**config.mk**
```make
export PLATFORM = sky130hd
export DESIGN_NAME = custom_float_adder
export DESIGN_NICKNAME = d
export VERILOG_FILES = /design/src/rtl/core/cfadd_pkg.sv /design/src/rtl/core/custom_float_adder.sv
export SDC_FILE = /design/constraint.sdc
export NUM_CORES = 1
export LEC_CHECK = 0
export BUFFER_PORTS_ARGS = -buffer_cell sky130_fd_sc_hd__buf_2
export CAP_MARGIN = 0
export CORE_ASPECT_RATIO = 1.1
export CORE_MARGIN = 5
export CORE_UTILIZATION = 55
export DETAILED_ROUTE_END_ITERATION = 16
export PLACE_DENSITY = 0.73
export SYNTH_ARGS = -nofsm -noshare
export SYNTH_HDL_FRONTEND = slang
export SYNTH_SLANG_ARGS = --single-unit
```
**constraint.sdc**
```tcl
create_clock -name aclk -period 9 [get_ports aclk]
set_input_delay 1.35 -clock aclk [delete_from_list [all_inputs] [get_ports aclk]]
set_output_delay 1.35 -clock aclk [all_outputs]
set_load 0.01 [all_outputs]
```
**src/rtl/core/cfadd_pkg.sv**
```systemverilog
// ----------------------------------------------------------------------------
// cfadd_pkg: shared definitions for the custom float adder
// Holds the stored word width and the bit-order helper used on both sides
// of the adder datapath.
// ----------------------------------------------------------------------------
package cfadd_pkg;

    // Width of one stored float word.
    localparam int WORD_BITS = 32;

    typedef logic [WORD_BITS-1:0] word_t;

    // Reverse the bit order of a stored word (bit i goes to bit 31 - i).
    function automatic word_t bit_reverse(input word_t w);
        word_t r;
        for (int i = 0; i < WORD_BITS; i++) begin
            r[i] = w[WORD_BITS-1-i];
        end
        return r;
    endfunction

endpackage

```
**src/rtl/core/custom_float_adder.sv**
```systemverilog
// ----------------------------------------------------------------------------
// custom_float_adder: adder for a bit-reversed custom float format
// Five-stage pipeline: input register, exponent alignment, mantissa
// add/subtract, carry fix-up with leading-zero count, left normalize and pack.
// ----------------------------------------------------------------------------
// The block adds two custom float words and returns their sum. Each word is
// stored bit-reversed; in the logical word the sign sits above the exponent
// (bias 2^(EXP_BITS-1) - 1) and the low MANT_BITS bits are the mantissa with
// an always-set hidden bit. There is no rounding and no special value. A zero
// sum, or one whose exponent would drop below zero, comes out as all zeros;
// an exponent above its maximum saturates and raises m_overflow. The pipeline
// accepts one beat per clock and raises m_valid for each result once its
// beat has passed the alignment, sum, leading-zero and output registers. A
// stage moves forward whenever the stage ahead is empty or moving, so the
// rate is set only by m_ready; a stage holds while the one ahead is stalled.
// ----------------------------------------------------------------------------
module custom_float_adder
    import cfadd_pkg::*;
#(
    parameter int MANT_BITS = 26,
    parameter int EXP_BITS  = 5
) (
    input  logic                 aclk,
    input  logic                 aresetn,
    input  logic                 s_valid,
    output logic                 s_ready,
    input  logic [WORD_BITS-1:0] s_operand_a,
    input  logic [WORD_BITS-1:0] s_operand_b,
    output logic                 m_valid,
    input  logic                 m_ready,
    output logic [WORD_BITS-1:0] m_sum_word,
    output logic                 m_overflow
);

    // Derived widths.
    localparam int MW       = MANT_BITS + 1;      // mantissa with hidden bit
    localparam int SW       = MANT_BITS + 2;      // sum with carry bit
    localparam int EW       = EXP_BITS + 1;       // exponent with headroom
    localparam int LZW      = $clog2(MW);
    localparam int SIGN_POS = MANT_BITS + EXP_BITS;

    // ------------------------------------------------------------------
    // Stage valid bits and advance chain.
    // ------------------------------------------------------------------
    logic vin_reg, val_reg, vsum_reg, vlz_reg, vout_reg;
    logic adv_in, adv_al, adv_sum, adv_lz, adv_out;

    assign adv_out = !vout_reg || m_ready;
    assign adv_lz  = !vlz_reg  || adv_out;
    assign adv_sum = !vsum_reg || adv_lz;
    assign adv_al  = !val_reg  || adv_sum;
    assign adv_in  = !vin_reg  || adv_al;

    assign s_ready = adv_in;
    assign m_valid = vout_reg;

    always_ff @(posedge aclk) begin
        if (!aresetn) begin
            vin_reg  <= 1'b0;
            val_reg  <= 1'b0;
            vsum_reg <= 1'b0;
            vlz_reg  <= 1'b0;
            vout_reg <= 1'b0;
        end else begin
            if (adv_in)  vin_reg  <= s_valid;
            if (adv_al)  val_reg  <= vin_reg;
            if (adv_sum) vsum_reg <= val_reg;
            if (adv_lz)  vlz_reg  <= vsum_reg;
            if (adv_out) vout_reg <= vlz_reg;
        end
    end

    // ------------------------------------------------------------------
    // Input register.
    // ------------------------------------------------------------------
    word_t a_reg, b_reg;

    always_ff @(posedge aclk) begin
        if (adv_in) begin
            a_reg <= s_operand_a;
            b_reg <= s_operand_b;
        end
    end

    // ------------------------------------------------------------------
    // Unpack and align the operand with the smaller exponent.
    // ------------------------------------------------------------------
    word_t               la, lb;
    logic [EXP_BITS-1:0] ea, eb, diff;
    logic [MW-1:0]       ma, mb;
    logic [MW-1:0]       ma_al_next, mb_al_next;
    logic [EXP_BITS-1:0] e_al_next;
    logic                too_far;

    always_comb begin
        la = bit_reverse(a_reg);
        lb = bit_reverse(b_reg);
        ea = la[MANT_BITS +: EXP_BITS];
        eb = lb[MANT_BITS +: EXP_BITS];
        ma = {1'b1, la[MANT_BITS-1:0]};
        mb = {1'b1, lb[MANT_BITS-1:0]};
        ma_al_next = ma;
        mb_al_next = mb;
        if (ea < eb) begin
            diff      = eb - ea;
            too_far   = (32'(diff) >= 32'(MW));
            ma_al_next = too_far ? '0 : (ma >> diff);
            e_al_next  = eb;
        end else begin
            diff      = ea - eb;
            too_far   = (32'(diff) >= 32'(MW));
            mb_al_next = too_far ? '0 : (mb >> diff);
            e_al_next  = ea;
        end
    end

    logic [MW-1:0]       ma_al_reg, mb_al_reg;
    logic [EXP_BITS-1:0] e_al_reg;
    logic                sa_al_reg, sb_al_reg;

    always_ff @(posedge aclk) begin
        if (adv_al) begin
            ma_al_reg <= ma_al_next;
            mb_al_reg <= mb_al_next;
            e_al_reg  <= e_al_next;
            sa_al_reg <= la[SIGN_POS];
            sb_al_reg <= lb[SIGN_POS];
        end
    end

    // ------------------------------------------------------------------
    // Add on like signs, else subtract the smaller from the larger.
    // ------------------------------------------------------------------
    logic [SW-1:0] m_sum_next;
    logic          s_sum_next;

    always_comb begin
        if (sa_al_reg == sb_al_reg) begin
            m_sum_next = {1'b0, ma_al_reg} + {1'b0, mb_al_reg};
            s_sum_next = sa_al_reg;
        end else if (ma_al_reg > mb_al_reg) begin
            m_sum_next = {1'b0, ma_al_reg - mb_al_reg};
            s_sum_next = sa_al_reg;
        end else begin
            m_sum_next = {1'b0, mb_al_reg - ma_al_reg};
            s_sum_next = sb_al_reg;
        end
    end

    logic [SW-1:0]       m_sum_reg;
    logic                s_sum_reg;
    logic [EXP_BITS-1:0] e_sum_reg;

    always_ff @(posedge aclk) begin
        if (adv_sum) begin
            m_sum_reg <= m_sum_next;
            s_sum_reg <= s_sum_next;
            e_sum_reg <= e_al_reg;
        end
    end

    // ------------------------------------------------------------------
    // Carry fix-up and leading-zero count below the carry position.
    // ------------------------------------------------------------------
    logic [MW-1:0]  m_lz_next;
    logic [EW-1:0]  e_lz_next;
    logic [LZW-1:0] lz_next;
    logic           zero_next;
    logic           found;

    always_comb begin
        zero_next = (m_sum_reg == '0);
        if (m_sum_reg[SW-1]) begin
            m_lz_next = m_sum_reg[SW-1:1];
            e_lz_next = {1'b0, e_sum_reg} + EW'(1);
        end else begin
            m_lz_next = m_sum_reg[MW-1:0];
            e_lz_next = {1'b0, e_sum_reg};
        end
        lz_next = '0;
        found   = 1'b0;
        for (int i = MW - 1; i >= 0; i--) begin
            if (!found && m_lz_next[i]) begin
                lz_next = LZW'(MW - 1 - i);
                found   = 1'b1;
            end
        end
    end

    logic [MW-1:0]  m_lz_reg;
    logic [EW-1:0]  e_lz_reg;
    logic [LZW-1:0] lz_reg;
    logic           zero_lz_reg;
    logic           s_lz_reg;

    always_ff @(posedge aclk) begin
        if (adv_lz) begin
            m_lz_reg    <= m_lz_next;
            e_lz_reg    <= e_lz_next;
            lz_reg      <= lz_next;
            zero_lz_reg <= zero_next;
            s_lz_reg    <= s_sum_reg;
        end
    end

    // ------------------------------------------------------------------
    // Left normalize, check exponent range, pack and reverse.
    // ------------------------------------------------------------------
    logic [MW-1:0]       m_norm;
    logic [EW-1:0]       e_norm;
    logic [EXP_BITS-1:0] e_pack;
    logic                underflow;
    logic                ovf_next;
    word_t               word_logical;
    word_t               sum_next;

    always_comb begin
        m_norm    = m_lz_reg << lz_reg;
        underflow = (32'(lz_reg) > 32'(e_lz_reg));
        e_norm    = e_lz_reg - EW'(lz_reg);
        ovf_next  = 1'b0;
        e_pack    = e_norm[EXP_BITS-1:0];
        if (e_norm[EW-1]) begin
            e_pack   = '1;
            ovf_next = 1'b1;
        end
        word_logical                        = '0;
        word_logical[MANT_BITS-1:0]         = m_norm[MANT_BITS-1:0];
        word_logical[MANT_BITS +: EXP_BITS] = e_pack;
        word_logical[SIGN_POS]              = s_lz_reg;
        if (zero_lz_reg || underflow) begin
            word_logical = '0;
            ovf_next     = 1'b0;
        end
        sum_next = bit_reverse(word_logical);
    end

    word_t sum_reg;
    logic  ovf_reg;

    always_ff @(posedge aclk) begin
        if (adv_out) begin
            sum_reg <= sum_next;
            ovf_reg <= ovf_next;
        end
    end

    assign m_sum_word = sum_reg;
    assign m_overflow = ovf_reg;

endmodule
```
==> metrics <==
R2R cell count 10; I/O pins 103; CTS HTree Levels 1; TritonCTS clock tree yes; syn avg cell area between 9 and 10 um^2; Setup-failing EPs final 0; worst setup path end s_ready; via count 13,270; Post-Syn Nets 1,899; Worst path slowest cell and3_1; sequential fraction of the synthesis area 42.10%; Syn-to-layout area delta 9.342%; Chip Width ~180 um; dominant cell by count in the synthesized netlist edfxtp_1; vias in the first global route ~13,000; worst-path cell chain buf_2 > nor2b_1 > and3_1 > nand3_4 > buf_4 > buf_2; post-CTS resize count 0; Worst path max stage delay 360 ps; Detailed Place HPWL 33,310 um; Post-synth EDFFs about 230; # rows 67; Crit path top cell by count buf_2; Synth top cells by count edfxtp_1, nand2_1, a21oi_1, nor2_1, inv_1; Most used DFF post-synth edfxtp_1; hold-fix buffers at CTS 0; Synth Register Bits 236; Hold Path Cell Cnt 0; Worst Path Required roughly 7700 ps; Worst R2R Setup Slack 5110 ps; Clock Path Buffers 3; nets 1,949; n_diodes 0; Max FO, Critical Path 66; first-pass GRT wire length between 60,000 and 70,000 um; crit path time final 4115 ps; total core area 0.03026 mm^2; Setup TNS 0 ps; Worst setup EP type primary output; R2R Path Start lz_reg[2]; Worst slew margin 21.65%; largest net degree at the start of global routing 67; Cell variety after synth 77; ys async rst share 0%; Num CTS Buffers 25; grt ovf 0; port bufs 102; Cell Area, Synth 0.01671 mm^2; Setup CP Type input port to primary output; initial core utilization 55.23%; hold_ws 421.2 ps; Area contributors post-synth edfxtp_1, ha_1, nand2_1; final std cells w/o fill 2,211; FF+latch area 0.007037 mm^2; status finished, final reports clean; critical path startpoint category input port; FMAX 243.0 MHz; Root Buffer clkbuf_16; Worst VDD drop 164.1 uV; placed insts 2,167; TritonRoute pass-1 iters 6; MaxCap Viol Count 0; GPL Wtd Cong just under 1; routed wire length 43,230 um; worst skew pair latency about 550 ps; Power Dens Cells 286.7 mW/mm^2; Post-DRT Antenna Nets 0; Hold Path Class flip-flop to flip-flop; clock skew 13.74 ps; Die ar. about 0.034 mm^2; Filler cells 2,567; initial antenna violation count 0; Crit path max-delay family simple AND/OR/NAND/NOR gates; Clk pin slew, worst setup/hold paths 60 ps; worst slew pin tran 1174 ps; footprint of the multi-input gates 0.008852 mm^2; die height 192.8 um; Post-Synthesis Cells 1,730; final hold vios 0; layout cells sized above 1 between 10 and 15%; Lkg Pwr 0.007543 uW; YS warnings 0; top cell type by total area after synthesis edfxtp_1; DR WL/cell 19.55 um; Worst Path Buf+Inv 3; Tot GR Track Use 25.17%; Critical Path Source m_ready; Final Max Slew Viols 0; post-synth top area share 41.50%; CTS Sinks 236; Critical Path AT 2760 ps; post-CTS setup repair buffer count 0; Iter 0 DRT Violations approximately 1,200; Levels on crit path 6; Final Cycle Share between 40% and 50%; worst flop-to-flop path endpoint m_sum_word[30]; RSZ-0062 raised after global routing no; DRC violations left 0; via/cell ratio 6.000
## worst min path at each step
stage                         endpoint   startpoint  slack [ps]
after floorplan           e_sum_reg[0]  e_al_reg[0]         400
after global placement       sa_al_reg     a_reg[0]         400
after detailed placement     sa_al_reg     a_reg[0]         410
after CTS                    sa_al_reg     a_reg[0]         420
after global routing      e_sum_reg[1]  e_al_reg[1]         440
final                        sa_al_reg     a_reg[0]         420
## cell usage in the layout (no fill, tap or decap), types with 25 or more instances in the layout
cell / synthesis / layout
o21ai_0: 105 / 105
clkbuf_16: 0 / 25
ha_1: 95 / 94
inv_1: 111 / 111
nor2b_1: 27 / 27
mux2_2: 33 / 33
a211oi_1: 41 / 41
edfxtp_1: 231 / 231
mux4_2: 28 / 28
buf_4: 4 / 25
buf_2: 25 / 102
nor3_1: 40 / 40
a21oi_1: 148 / 147
mux2i_1: 65 / 65
nand3_1: 32 / 31
nand2_1: 214 / 213
xnor2_1: 30 / 27
nor2_1: 129 / 129
## metal layers
metal  share of wire, %  vias to the layer above  track usage (%)  wire [um]
met5                  0                        -                0          0
met4                5.3                        0            11.64       2305
met3                4.9                      115            2.469       2106
met2                 50                      455            44.59      21440
met1                 40                     6275            31.12      17380
li1                   -                     6422                -          -
## final cells by class
| type | instances | share of cell area, % |
|---|---|---|
| flip-flops and latches | 236 | 38.50 |
| multi-input cells | 1277 | 48.44 |
| repair buffers | 127 | 3.820 |
| clock inverters | 15 | 0.5819 |
| clock buffers | 29 | 3.505 |
| well taps | 414 | 2.834 |
| inverters | 113 | 2.321 |
## through the flow
| step | power [uW] | worst slack (ps) | instance area (um^2) | utilization, % |
|---|---|---|---|---|
| floorplan | 3594 | 4288 | 16710 | - |
| global placement | 4227 | 4912 | 17530 | 57.92 |
| CTS | 5236 | 4871 | 18280 | 60.39 |
| finish | 5239 | 4885 | 18280 | 60.39 |
| global route | 5587 | 4697 | 18280 | 60.39 |
| detailed placement | 4261 | 4877 | 17530 | 57.92 |
## cell families after synthesis
kind of cell,synth area share (%)
simple gates,13.91
compound gates,18.38
flops,42.10
buf+inv,5.292
mux,10.02
fa+ha+maj,7.830
xor+xnor,2.463
## where the power goes
| part | total, uW | switching, uW | internal (uW) |
|---|---|---|---|
| Sequential | 1790 | 191 | 1600 |
| Clock | 958 | 420 | 537 |
| Combinational | 2490 | 1510 | 979 |
| Total | 5240 | 2120 | 3110 |
## worst register-to-register path, cell delays in order, from the launching register on
cell	delay (ps)
edfxtp_1	620
inv_1	720
ha_1	400
nor2b_1	140
o21ai_0	140
nand2b_1	110
a211oi_1	220
or2_1	400
nand2b_1	560
or3_1	260
nor3_1	60
Note: power is estimated with default switching activity, not from simulation.
